`src/hw/rtl/tfc_ram.sv`:
```
// tfc_ram: generic single-port-write, single-read RAM with registered read.
// No dependencies.
module tfc_ram #(
  parameter int unsigned Width = 8,
  parameter int unsigned Depth = 32
) (
  input  logic                     clk_i,
  input  logic                     we_i,
  input  logic [$clog2(Depth)-1:0] waddr_i,
  input  logic [Width-1:0]         wdata_i,
  input  logic [$clog2(Depth)-1:0] raddr_i,
  output logic [Width-1:0]         rdata_o
);
  logic [Width-1:0] mem [Depth];
  always_ff @(posedge clk_i) begin
    if (we_i) mem[waddr_i] <= wdata_i;
    rdata_o <= mem[raddr_i];
  end
endmodule

```
`config.mk`:
```
export PLATFORM = sky130hd
export DESIGN_NAME = tfc_ram
export DESIGN_NICKNAME = d
export VERILOG_FILES = /design/src/hw/rtl/tfc_ram.sv
export SDC_FILE = /design/constraint.sdc
export NUM_CORES = 1
export LEC_CHECK = 0
export CAP_MARGIN = 10
export CELL_PAD_IN_SITES_DETAIL_PLACEMENT = 1
export CELL_PAD_IN_SITES_GLOBAL_PLACEMENT = 1
export CORE_UTILIZATION = 36
export DETAILED_ROUTE_END_ITERATION = 8
export DONT_BUFFER_PORTS = 1
export PLACE_DENSITY_LB_ADDON = 0.1
export SLEW_MARGIN = 30
export SYNTH_ARGS = -nofsm -noshare
export SYNTH_HDL_FRONTEND = slang
export SYNTH_SLANG_ARGS = --single-unit
```
`constraint.sdc`:
```
create_clock -name clk_i -period 4.85 [get_ports clk_i]
set_clock_uncertainty 0.2 [all_clocks]
set_input_delay 0.7275 -clock clk_i [delete_from_list [all_inputs] [get_ports clk_i]]
set_output_delay 0.7275 -clock clk_i [all_outputs]
set_load 0.02 [all_outputs]
```
# Word-level counts from Yosys, hierarchy flattened
# Memories as Yosys holds them, arrays and structs flattened. A register that Yosys moved wholly into a read port is not among the register bits.
# Cells that the tools add are included.
totals:
  register_bits: 0
  ram_bits: 256
  out_inout_bits: 8
  in_bits: 20
  mem_count: 1
memory_table:
  columns: ["memory", "words", "word_bits", "rd", "rd_clocked_by_memory_dff", "wr", "line_no", "source"]
  rows:
  - ["mem", 32, 8, 1, 1, 1, "14", "logic [Width-1:0] mem [Depth];"]
op_classes:
  mux: 2
ops:
  columns: ["op", "n"]
  rows:
  - ["$mux 1", 2]

# Depth between registers and ports, before layout
# Gate-level depths: netlist (run 1).
logic_depth:
  ltp_word: 2
  mapped_depth: 5
  depth_no_buf: 3

# Least setup slack after synthesis (run 1)
# No wires, ideal clock.
synth_path:
  kind: "in2reg"
  from: "input port raddr_i[2]"
  to: "register rdata_o[0] (read register of mem)"
  path_stages: 5
  t_required_ns: 4.529
  slack_ns: 2.120
  setup_ns: 0.121
  arrival_time_ns: 2.409
  path_cell_list: "clkbuf_1 > clkbuf_1 > mux4_2 > mux4_2 > mux2_2"
synth_rtl:
  columns: ["element", "line_no", "source"]
  rows:
  - ["start, declared", "11", "input logic [$clog2(Depth)-1:0] raddr_i,"]
  - ["end, declared", "12", "output logic [Width-1:0] rdata_o"]

# Worst setup path in the final report (run 1)
layout_path:
  from: "input port waddr_i[1]"
  to: "memory mem[1][7] (enable)"
layout_rtl:
  columns: ["element", "line_no", "source"]
  rows:
  - ["start, declared", "9", "input logic [$clog2(Depth)-1:0] waddr_i,"]
  - ["end, declared", "14", null]
# Straight into the memory's write port.

==> results.tsv, run 1 <==
metric	value	unit
status	complete, no violations	
crit_chain	nand3b_1 -> nor2_1	
slew_viol_final	0	
ys_ff_latch	264	
critPathLaunchType	primary input	
routabilityCongestion	0.705	
die_w	169	um
worstMarginPinSlew	970	ps
grt_max_degree	65	
dp_hpwl	13400	um
cts_hold_buf	0	
crit_required	4800	ps
dr_total_vias	4246	
setup_violations	0	
clk_path_buf_depth	3	
hold_ws	95.1	ps
power_density	415	nW/um2
die-height	169	um
period_share	43.3	%
fmax	476	MHz
drv_cap	0	
synth_cells	417	
yosys.area.top_type_share	76.5	%
reg2reg_depth	3	
drc	0	
numCtsBuffers	28	
syn_nets	437	
drive_above_1_share	30.1	%
synth_cell_types	15	
multi_input_area	2110	um2
critPathSlowestCell	nor2_1	
synth_seq_area_share	78.1	%
slowest_delay	890	ps
cts.sinks	264	
crit_arrival	2050	ps
fillCellCount	2530	
post_cts_buffers	0	
max-vdd-ir-drop	162	uV
synth_area	10100	um2
clock_latency	530	ps
path_depth	2	
antenna_found_initial	0	
track_usage	16.4	%
start_util	37.0	%
area.sequential	7850	um2
min_period	2100	ps
leakagePower	3.39	nW
wl_per_cell	27.6	um
ant_nets	0	
final_cell_mix	edfxtp_1 (256), mux4_2 (80), clkbuf_16 (29), nor2_1 (27)	
die-area	28600	um2
finalHoldViolations	0	
cpLargestDelayFamily	simple AND/OR/NAND/NOR gates	
min_path_type	in -> reg	
cp_max_fo	8	
syn_area_per_cell	24.1	um2
rsz0062_at_grt	no	
finalSetupTns	0	ps
overflow	0	
ctsResizeCount	0	
port_buffers	0	
ioPinCount	28	
cts_tree	yes	
first_iter_violations	376	
synthTopCellsByArea	edfxtp_1 (76%), mux4_2 (18%), dfxtp_1 (1.6%)	
fin_nets	447	
first_global_vias	4629	
wl	22700	um
layoutNonFillerInstCount	821	
path_buf_inv	0	
core	27200	um2
layout_commonest_cell	edfxtp_1	
dr.pass1.iters	5	
rows	60	
hold_depth	0	
yosysTopAreaCell	edfxtp_1	
ctsHtreeMaxLevel	1	
clkTransAtPathRegs	60	ps
synth.yosys.warnings	0	
via_per_inst	5.17	
grt_pass1_wl	32900	um
end_kind	flop	
dp.cells	769	
slew_headroom	35.1	%
area.growth.synth_to_final	12.1	%
critical_path_class	in -> reg	
cts-root-buf	clkbuf_16	
## final cells by class
class                   count  share of cell area, %
flip-flops and latches    264                   69.6
multi-input cells         133                   18.8
clock buffers              35                   6.64
well taps                 372                   4.13
clock inverters            16                  0.855
diodes                      1                 0.0222
## metrics by stage
stage	instance area (um2)	total power [mW]	setup WS [ps]	utilization, %
2_1_floorplan	10100	2.74	2120	-
3_3_place_gp	10400	2.75	1970	38.3
3_5_place_dp	10400	2.75	2200	38.4
4_1_cts	11300	4.73	2770	41.5
5_1_grt	11300	4.81	2720	41.5
6_report	11300	4.68	2750	41.5
## registers in the layout, summed over array words and instances (netlist names)
signal / flops
mem: 256
rdata_o: 8
## worst paths after layout
path              startpoint    endpoint  slack, ps
setup / recovery  waddr_i[1]   mem[1][7]       2750
hold / removal    wdata_i[6]  mem[20][6]        100
setup reg to reg  mem[24][0]  rdata_o[0]       2810
hold reg to reg   mem[13][1]  rdata_o[1]        710
## Yosys cell counts
master and count:
buf_1 6, buf_2 1, buf_4 6, buf_6 1, clkbuf_1 6, dfxtp_1 8
edfxtp_1 256, mux2_2 8, mux4_2 80, nand2_1 1, nand3_1 2, nand3b_1 5
nor2_1 33, or3_1 1, or3b_2 3
## routing by layer
metal / wire length, um / GRT usage [%]
met1: 10900 / 25.4
met2: 10200 / 24.3
met3: 1360 / 2.99
met4: 247 / 3.33
met5: 0 / 0
## kinds of logic (layout without fill, tap and decap cells)
group,after synthesis,count (layout),synth area share [%]
flops,264,264,78.1
mux,88,88,18.8
simple gates,45,45,2.07
buf+inv,20,51,1.06
other cells,0,1,0
## power breakdown
group	internal (mW)	switching, mW	leakage, nW	total, mW
Clock	1.14	0.839	0.421	1.98
Combinational	0.0870	0.0552	0.592	0.142
Sequential	2.54	0.0212	2.37	2.56
Total	3.76	0.915	3.39	4.68
Note: power is estimated with default switching activity, not from simulation.
==> run 2: changes to the inputs <==
==> constraint.sdc (replaced) <==
create_clock -name clk_i -period 2 [get_ports clk_i]
set_clock_uncertainty 0.2 [all_clocks]
set_input_delay 0.3 -clock clk_i [delete_from_list [all_inputs] [get_ports clk_i]]
set_output_delay 0.3 -clock clk_i [all_outputs]
set_load 0.02 [all_outputs]
==> run 2 against run 1 <==
  * The run now ends with hold timing, setup timing left
  * Non-clock buffer count is 49 higher
  * Via count is 5.1% higher
  * First-iteration DRC count is 5.1% lower
  * Cell count is 5.6% higher
  * Sequential power is 140% higher
  * Critical path depth is 1 higher
  * Register-to-register slack worse by 2900 ps
  * Worst setup slack worse by 2800 ps
  * Count of clock-buffer cells in the layout is 3 higher
  * Wire length is 3.0% higher
==> results.tsv, run 2 (same netlist as run 1, synthesis figures left out) <==
metric	value	unit	change
grtUsageMet1	25.5	%	+0.066 points
critPathLaunchType	flop		
finalSetupTns	-192	ps	-192 ps
antenna_found_initial	0		unchanged
slew_viol_final	0		unchanged
p_switching	2.30	mW	+150%
rows	60		unchanged
drv_cap	0		unchanged
top_regs	mem: 256 flops, rdata_o: 8 flops		
leakagePower	3.74	nW	+10%
die-height	169	um	unchanged
grt_pass1_wl	34000	um	+3.4%
switching_share	19.5	%	-0.035 points
finalHoldViolations	8		+8
fin_util	43.6	%	+2.1 points
port_buffers	0		unchanged
area.growth.synth_to_final	17.8	%	
min_path_type	in -> reg		
rsz0062_at_grt	yes		
overflow	0		unchanged
period_share	103	%	
wl	23300	um	+3.0%
final_cell_mix	edfxtp_1 (256), mux4_2 (80), nor2_1 (33), buf_4 (33), clkbuf_16 (29)		
cts_tree	yes		
cts_hold_buf	16		+16
core	27200	um2	unchanged
ant_nets	0		unchanged
end_kind	flop		
hold_ws	-273	ps	-368 ps
setup_violations	6		+6
status	finished with violations		
clk_path_buf_depth	3		unchanged
power_density	996	nW/um2	+140%
worstMarginPinSlew	451	ps	-520 ps
cts-root-buf	clkbuf_16		
slew_headroom	69.9	%	+35 points
crit_top_cell	mux4_2		
num_antenna_cells	0		-1
p_clk_share	43.0	%	+0.8 points
max-vdd-ir-drop	497	uV	+210%
dp_hpwl	13900	um	+3.5%
grt-busiest-layer	met2		
ctsHtreeMaxLevel	1		unchanged
largest-register	mem		
critPathSlowestCell	mux4_2		
drc	0		unchanged
critical_path_class	reg -> reg		
die-area	28600	um2	unchanged
clkTransAtPathRegs	60	ps	about the same
grt_max_degree	65		unchanged
timing.final.ws_setup	-60.5	ps	-2810 ps
numCtsBuffers	28		unchanged
path_buf_inv	0		unchanged
cp_max_fo	1		-7
largest_reg_flops	256		unchanged
routabilityCongestion	0.682		-3.3%
internal_power	9.49	mW	+150%
crit_arrival	2270	ps	+220 ps
first_iter_violations	357		-5.1%
dr.pass1.iters	4		-1
drive_above_1_share	34.7	%	+4.6 points
globalRouteMet3Util	3.34	%	+0.35 points
cts.sinks	264		unchanged
slowest_delay	560	ps	-330 ps
clock_latency	530	ps	about the same
via_per_inst	5.15		-0.47%
min_period	2060	ps	
first_global_vias	4791		+3.5%
wl_per_cell	26.9	um	-2.5%
start_util	37.0	%	unchanged
pwr-share-comb	4.3	%	+1.3 points
ioPinCount	28		unchanged
violations	hold timing, setup timing		
p_seq_share	52.7	%	-2.0 points
die_w	169	um	unchanged
cpLargestDelayFamily	multiplexers		
met2_usage	25.9	%	+1.6 points
fin_nets	496		+11%
layout_commonest_cell	edfxtp_1		
fmax	485	MHz	
crit_chain	mux4_2 -> mux4_2 -> mux2_4		
crit_required	2210	ps	-2590 ps
track_usage	17.0	%	+0.65 points
dr_total_vias	4463		+5.1%
-- run 2: power by group through the flow --
stage | clock network [mW] | registers, mW | logic [mW]
2_1_floorplan | 0 | 6.31 | 0.354
3_3_place_gp | 0 | 6.33 | 0.355
3_5_place_dp | 0 | 6.34 | 0.356
4_1_cts | 5.20 | 6.22 | 0.505
5_1_grt | 5.43 | 6.22 | 0.531
6_report | 5.07 | 6.22 | 0.503
-- run 2: through the flow --
step / power, mW / worst slack, ps / instance area [um2] / instances
final: 11.8 / -60.5 / 11800 / 867
after global routing: 12.2 / -111 / 11800 / 867
after CTS: 11.9 / -65.9 / 11800 / 867
after detailed placement: 6.69 / -56.8 / 10700 / 802
after global placement: 6.69 / -62.2 / 10700 / 802
after floorplan: 6.67 / -97.1 / 10200 / 417
-- run 2: final timing paths --
check / start / end / slack (ps) / cells after the start
setup / recovery: mem[31][3] / rdata_o[3] / -60 / 3
hold / removal: raddr_i[3] / rdata_o[5] / -270 / 1
setup reg to reg: mem[31][3] / rdata_o[3] / -60 / 3
hold reg to reg: mem[23][3] / rdata_o[3] / 700 / 3
-- run 2: layer usage --
layer / share of wire [%] / vias to the layer above / wire (um)
met5: 0 / - / 0
met4: 1.5 / 0 / 354
met3: 7.3 / 32 / 1690
met2: 46 / 121 / 10700
met1: 45 / 2407 / 10600
li1: - / 1903 / -
-- run 2: timing repair --
item | in CTS | in global routing
setup endpoints to repair | 7 | 8
endpoints found under the hold margin | 264 | 8
setup buffers | 0 | 0
resized for setup | 2 | 6
pin swaps | 0 | 0
-- run 2: worst register-to-register path, stage by stage, from the launching register on --
cell      delay, ps
edfxtp_1        360
mux4_2          540
mux4_2          560
mux2_4          280
-- run 2: area by class of cell --
type,instances,area (um2)
Tap cell,372,465
Timing Repair Buffer,49,488
Fill cell,2520,15300
Clock buffer,38,810
Sequential cell,264,7850
Multi-Input combinational cell,133,2130
Clock inverter,11,103
