$ cat src/hw/rtl/tfc_div.sv
// tfc_div: restoring divider, q = floor(n0*2^16/(n0+n1)), one bit per cycle.
// Depends on nothing.
module tfc_div (
  input  logic        clk_i,
  input  logic        rst_ni,
  input  logic        start_i,
  input  logic [49:0] num_i,
  input  logic [50:0] den_i,
  output logic        done_o,
  output logic [16:0] quot_o
);
  // numerator <= denominator, so quotient <= 2^16 fits 17 bits
  logic [50:0] rem_q, rem_d, den_q;
  logic [15:0] quot_q;
  logic [4:0]  cnt_q;
  logic        busy_q;
  logic [51:0] sh;
  logic        bit_ok;
  logic        first_ok;

  always_comb begin
    sh = {rem_q, 1'b0};
    bit_ok = (sh >= {1'b0, den_q});
    if (bit_ok) rem_d = 51'(sh - {1'b0, den_q});
    else        rem_d = sh[50:0];
  end

  // quotient bit 16 is the unshifted compare, taken at load
  assign first_ok = ({1'b0, num_i} >= den_i);

  always_ff @(posedge clk_i or negedge rst_ni) begin
    if (!rst_ni) begin
      busy_q <= 1'b0;
      cnt_q  <= '0;
    end else if (start_i) begin
      busy_q <= 1'b1;
      cnt_q  <= 5'd16;
    end else if (busy_q) begin
      cnt_q <= cnt_q - 5'd1;
      if (cnt_q == 5'd1) busy_q <= 1'b0;
    end
  end

  always_ff @(posedge clk_i) begin
    if (start_i) begin
      rem_q  <= first_ok ? 51'({1'b0, num_i} - den_i) : {1'b0, num_i};
      den_q  <= den_i;
      quot_q <= {15'd0, first_ok};
    end else if (busy_q) begin
      rem_q  <= rem_d;
      quot_q <= {quot_q[14:0], bit_ok};
    end
  end

  // 16 shift steps after load; the last bit is taken combinationally
  assign done_o = busy_q && (cnt_q == 5'd1);
  assign quot_o = {quot_q, bit_ok};
endmodule

$ cat config.mk
export PLATFORM = sky130hd
export DESIGN_NAME = tfc_div
export DESIGN_NICKNAME = d
export VERILOG_FILES = /design/src/hw/rtl/tfc_div.sv
export SDC_FILE = /design/constraint.sdc
export NUM_CORES = 1
export LEC_CHECK = 0
export BUFFER_PORTS_ARGS = -buffer_cell sky130_fd_sc_hd__buf_2
export CORE_MARGIN = 2
export CORE_UTILIZATION = 39
export CTS_BUF_LIST = sky130_fd_sc_hd__clkbuf_4
export CTS_CLUSTER_SIZE = 14
export DETAILED_ROUTE_END_ITERATION = 10
export GPL_TIMING_DRIVEN = 0
export SETUP_SLACK_MARGIN = 0.2
export SYNTH_ARGS = -nofsm -noshare
export SYNTH_HDL_FRONTEND = slang
export SYNTH_SLANG_ARGS = --single-unit
$ cat constraint.sdc
create_clock -name clk_i -period 3.2 [get_ports clk_i]
set_input_delay 0.64 -clock clk_i [delete_from_list [all_inputs] [get_ports clk_i]]
set_output_delay 0.64 -clock clk_i [all_outputs]
set_load 0.01 [all_outputs]
# Yosys cells after proc, flatten, opt, wreduce, memory -nomap -nowiden
# Index checks and enable logic that the tools add are counted.
# classes
bitwise_logic	0
muxes	11
n_addsub	3
n_lt_le_gt_ge	2
shift	0
n_reduce_logical	2
eq_ne	1
div	0
multipliers	0
# op_table
operator	count
two-way mux 51 bit	4
>= comparator 52 x 51 -> 1 bit	1
>= comparator 50 x 51 -> 1 bit	1
subtractor 50 x 51 -> 51 bit	1
subtractor 51 bit	1
two-way mux 5 bit	2
equality test 5 x 1 -> 1 bit, second input constant	1
two-way mux 1 bit	5
subtractor 5 x 1 -> 5 bit, second input constant	1
nonzero test 2 bit	1
logical AND 1 bit	1
# word_totals
in_bits	104
register_bits	124
mem_count	0
elab_cells	25
mem_bits_rw	0
latch_bits	0
mem_bits_ro	0

# Longest topological paths before layout
# depth
word_depth	4
mapped_depth	15

# Worst setup path before layout
# No wires, ideal clock.
# synth_timing
path_kind	input -> register
startpoint	in num_i[0]
endpoint	reg rem_q[50], data pin
stages	13
required_ns	3.042
slack_ns	-0.449
setup_time_ns	0.158
arrival_time_ns	3.491
cell_sequence	inv_1 ha_1 inv_1 fa_1 a21o_1 a221o_2 a221o_2 a21o_4 a31oi_4 o31ai_2 a21o_1 o41a_1 a211oi_2
# synth_via
elab_chain_cells	3
word_cells_on_any_way	4
cone_classes	add/sub: 1; order compare: 1; mux: 2
# synth_lines
item	line	rtl
from (decl)	7	input logic [49:0] num_i,
subtractor 50 x 51 -> 51 bit or >= comparator 50 x 51 -> 1 bit (tied branches)	46, 29	
two-way mux 51 bit *	46	rem_q <= first_ok ? 51'({1'b0, num_i} - den_i) : {1'b0, num_i};
two-way mux 51 bit *	45	if (start_i) begin
to (signal assigned)	46	
to (signal assigned)	50	rem_q <= rem_d;
to (decl)	13	logic [50:0] rem_q, rem_d, den_q;
# Every way passes the cells marked *; elsewhere a longest branch is shown, timed or not.
# A chain may end at the register's enable or synchronous reset.

# Worst setup path in the final report
# layout_timing
startpoint	reg den_q[27]
endpoint	out quot_o[0]
# layout_via
elab_chain_cells	1
# layout_lines
item	line	rtl
from (decl)	13	
from (signal assigned)	47	den_q <= den_i;
>= comparator 52 x 51 -> 1 bit	23	bit_ok = (sh >= {1'b0, den_q});
to (decl)	10	output logic [16:0] quot_o
# Every way passes these cells.

==> results.yml <==
layout:
  syn2layout_area_growth_pct: 31.1
  drive_above_1_share: 0.275
  final_net_count: 1860
  post-route-cell-area_sq_mm: 0.0153
yosys:
  synthCells: 1430
  synth_seq_cells: 124
  asyncSetResetFlopFracSynth: 0.0484
  synth_sequential_area_ratio: 0.304
  mappedNetlistArea_sq_mm: 0.0116
  yosysTopAreaCellShare: 0.266
  synth.lib_cells_used.distinct: 77
  yosys_most_used_dff: "sky130_fd_sc_hd__edfxtp_1"
  synth_area_per_cell_sq_um: 8.14
  synth_edf_count: 103
  postSynthNetCount: 1639
  synth.yosys.warnings: 0
  synth_area_leaders: "sky130_fd_sc_hd__edfxtp_1 (27%), sky130_fd_sc_hd__ha_1 (11%), sky130_fd_sc_hd__a21oi_1 (7.3%), sky130_fd_sc_hd__xnor2_1 (4.6%), sky130_fd_sc_hd__inv_1 (4.3%)"
  synth.largest_area_cell: "sky130_fd_sc_hd__edfxtp_1"
timing:
  timing_max_transition_violations_final: 0
  post-route-min-period_ns: 3.99
  hold-worst-slack_ns: 0.185
  rsz0062_at_grt: "true"
  timing_hold_violations_final: 0
  post_route_fraction_of_the_period_consumed_by_the_critical_path: 1.25
  layout_setup_ws_ns: -0.789
  worst_slew_pin_slew_ns: 1.40
  setup_viol: 53
  slew_headroom: 0.0661
  clock.fmax_ghz: 0.251
  fin_skew_ns: 0.0313
floorplanning:
  fp-row-count: 63
  io-pin-count: 122
  fp.dieArea_sq_mm: 0.0313
  start_util: 0.395
  placeable_core_region_sq_mm: 0.0295
  die_x_microns: 177
  floorplan.die.height_microns: 177
worst_setup_path:
  rr_endpoint: "rem_q[49]"
  rr_startpoint: "den_q[27]"
  crit_path_start_kind: "flop"
  timing_worst_setup_path_type: "reg -> out"
  cp-end-kind: "primary output"
  crit_path_max_fanout: 2
  worst_ep_required_time_ns: 2.56
  crit_path_arrival_time_ns: 3.35
  timing.reg2reg.worst_path_depth: 17
  r2r_setup_slack_ns: -0.54
global_routing:
  grt_busiest_layer: "met2"
  globalRouteTotalUtil: 0.283
  grt_util_met3: 0.0389
  grt_start_max_net_pins: 53
  grt_first_pass_wirelength_microns: 66900
  grt_antenna_before_repair: 4
  gr-usage-met1: 0.407
  global_route.overflow_total: 0
  grt_pass1_vias: 11400
  grtUsageMet2: 0.438
cts:
  cts_num_sinks: 124
  clock_tree.buffer_depth: 2
  clk_latency_ns: 0.63
  cts_made_buffers: 17
  cts_root_buffer: "sky130_fd_sc_hd__clkbuf_4"
  htree_num_levels: 4
  worst_setup_hold_path_clk_slew_ns: 0.15
  tritoncts: "done"
drt:
  finalWirelength_microns: 44600
  drt_first_pass_iters: 5
  drtAntennaViolNets: 0
  post_drt_via_cell_ratio: 5.78
  route.detailed.wl_per_inst_microns: 21.7
  drc: 0
  via_count: 11900
  detailedRoute.firstIterationViolations: 1148
status:
  result_of_the_run: "finished with violations"
  violations_in_the_final_reports: "setup timing"
placed_design:
  portBuffers: 121
  hpwl_microns: 33200
  postPlaceCellArea_sq_mm: 0.0131
  finalWeightedCongestion: 0.971
hold_path:
  timing.hold.worst_path_depth: 1
  holdCritStartpoint: "den_i[15]"
  worst_hold_path.endpoint: "den_q[15]"
  class_of_the_most_critical_hold_timing_path: "in -> reg"
power_and_ir_drop:
  p_leak_nw: 6.72
  power-per-cell-area_mw_per_mm2: 864
  power.ir.vdd_worst_mv: 0.415
run:
  maxCapViolations: 0
-- area by class of cell --
class / count / area, sq um
clock inverter: 14 / 146
timing repair buffer: 202 / 1460
sequential: 124 / 3540
clock buffer: 17 / 128
tap: 390 / 488
buffer: 73 / 613
antenna: 4 / 10.0
inverter: 134 / 531
multi-input combinational: 1099 / 8340
fill: 2831 / 14200
-- worst max-delay path by stage --
stage	startpoint	end	slack, ns	cells past startpoint
3_5_place_dp	den_i[7]	rem_q[5]	-1.04	14
2_1_floorplan	num_i[0]	rem_q[42]	-0.21	14
3_3_place_gp	start_i	rem_q[7]	-2.01	5
6_report	den_q[27]	quot_o[0]	-0.79	15
5_1_grt	rem_q[25]	quot_o[0]	-0.85	14
4_1_cts	rem_q[3]	quot_o[0]	-0.67	13
-- metrics by stage --
stage               setup TNS [ns]  worst slack [ns]  cells  total power, W  utilization
CTS                          -8.90            -0.669   2034          0.0122        0.502
detailed placement          -91.22             -1.04   1942         0.00890        0.446
global placement           -156.26             -2.01   1941         0.00890        0.445
global route                -19.71            -0.848   2057          0.0139        0.518
finish                      -16.52            -0.789   2057          0.0132        0.518
floorplan                   -0.980            -0.209   1430         0.00720            -
-- placed cells by master (no fill, tap or decap), types with 15 or more instances in the layout --
cell / Yosys / layout
sky130_fd_sc_hd__a21oi_1: 170 / 148
sky130_fd_sc_hd__nand2_1: 129 / 125
sky130_fd_sc_hd__buf_2: 11 / 124
sky130_fd_sc_hd__inv_1: 133 / 121
sky130_fd_sc_hd__nor2_1: 126 / 106
sky130_fd_sc_hd__edfxtp_1: 103 / 103
sky130_fd_sc_hd__ha_1: 103 / 76
sky130_fd_sc_hd__buf_4: 1 / 66
sky130_fd_sc_hd__xnor2_1: 61 / 61
sky130_fd_sc_hd__o21ai_0: 75 / 60
sky130_fd_sc_hd__a21o_1: 48 / 47
sky130_fd_sc_hd__xor2_1: 33 / 33
sky130_fd_sc_hd__nand3_1: 29 / 27
sky130_fd_sc_hd__o21bai_1: 24 / 24
sky130_fd_sc_hd__clkbuf_1: 54 / 23
sky130_fd_sc_hd__ha_4: 0 / 22
sky130_fd_sc_hd__a21oi_2: 0 / 21
sky130_fd_sc_hd__nand4_1: 21 / 21
sky130_fd_sc_hd__and3_1: 20 / 20
sky130_fd_sc_hd__mux2i_1: 19 / 19
sky130_fd_sc_hd__clkbuf_4: 0 / 18
sky130_fd_sc_hd__a31oi_1: 21 / 17
sky130_fd_sc_hd__a211oi_1: 43 / 16
sky130_fd_sc_hd__nor3_1: 19 / 16
sky130_fd_sc_hd__clkbuf_2: 0 / 15
sky130_fd_sc_hd__o21ai_1: 6 / 15
sky130_fd_sc_hd__a211oi_2: 1 / 15
sky130_fd_sc_hd__dfxtp_1: 15 / 15
-- flip-flops by register name (all words and copies together), names as in the netlist --
register  count
rem_q        51
busy_q        1
quot_q       16
cnt_q         5
den_q        51
-- power by group --
part,total (W),internal [W],switching (W)
Clock,0.00120,0.000460,0.000740
Combinational,0.00931,0.00427,0.00504
Sequential,0.00269,0.00231,0.000377
-- cells by family after synthesis --
family,Yosys count,synth area share
compound gates,484,0.269
simple gates,395,0.155
buf+inv,207,0.0682
flops,124,0.304
fa+ha+maj,105,0.114
xor+xnor,94,0.0707
mux,21,0.0183
-- synth_stat cells (5+ instances only) --
cell,instances
sky130_fd_sc_hd__a21boi_0,5
sky130_fd_sc_hd__a211oi_1,43
sky130_fd_sc_hd__o21bai_1,24
sky130_fd_sc_hd__o211ai_1,12
sky130_fd_sc_hd__dfxtp_1,15
sky130_fd_sc_hd__buf_1,7
sky130_fd_sc_hd__nand2b_1,6
sky130_fd_sc_hd__o31ai_1,8
sky130_fd_sc_hd__edfxtp_1,103
sky130_fd_sc_hd__nor2_1,126
sky130_fd_sc_hd__xnor2_1,61
sky130_fd_sc_hd__or3_1,5
sky130_fd_sc_hd__a32oi_1,7
sky130_fd_sc_hd__mux2i_1,19
sky130_fd_sc_hd__nand3_1,29
sky130_fd_sc_hd__o21ai_0,75
sky130_fd_sc_hd__o21ai_1,6
sky130_fd_sc_hd__a21o_1,48
sky130_fd_sc_hd__nor4_1,6
sky130_fd_sc_hd__xor2_1,33
sky130_fd_sc_hd__ha_1,103
sky130_fd_sc_hd__o21a_1,11
sky130_fd_sc_hd__and4_1,6
sky130_fd_sc_hd__and3_1,20
sky130_fd_sc_hd__nor3_1,19
sky130_fd_sc_hd__nor2b_1,12
sky130_fd_sc_hd__nand2_1,129
sky130_fd_sc_hd__a31oi_1,21
sky130_fd_sc_hd__clkbuf_1,54
sky130_fd_sc_hd__buf_2,11
sky130_fd_sc_hd__inv_1,133
sky130_fd_sc_hd__dfrtp_1,6
sky130_fd_sc_hd__nand4_1,21
sky130_fd_sc_hd__a21oi_1,170
-- per-layer routing --
metal / up-vias / share of wire
li1: 5630 / -
met1: 5650 / 0.45
met2: 514 / 0.44
met3: 86 / 0.073
met4: 0 / 0.033
met5: - / 0
-- worst max-delay path: stages, from the launching register on --
cell and delay, ns:
sky130_fd_sc_hd__edfxtp_1 0.42, sky130_fd_sc_hd__inv_1 0.13, sky130_fd_sc_hd__ha_1 0.25, sky130_fd_sc_hd__clkbuf_8 0.15, sky130_fd_sc_hd__and4_1 0.21, sky130_fd_sc_hd__nand4_1 0.16
sky130_fd_sc_hd__buf_4 0.14, sky130_fd_sc_hd__nor2_1 0.04, sky130_fd_sc_hd__o21ai_1 0.08, sky130_fd_sc_hd__o211ai_1 0.21, sky130_fd_sc_hd__a31oi_2 0.28, sky130_fd_sc_hd__o211a_1 0.25
sky130_fd_sc_hd__inv_4 0.07, sky130_fd_sc_hd__buf_12 0.13, sky130_fd_sc_hd__buf_6 0.10, sky130_fd_sc_hd__buf_6 0.11
-- what timing repair did --
item | 4_1_cts | 5_1_grt
pin swaps | 54 | 28
gates resized for setup | 180 | 70
hold endpoints to repair | 6 | 0
hold buffers | 1 | 0
setup endpoints to repair | 112 | 80
cloned | 5 | 1
buffers inserted | 55 | 18
Note: power is estimated with default switching activity, not from simulation.
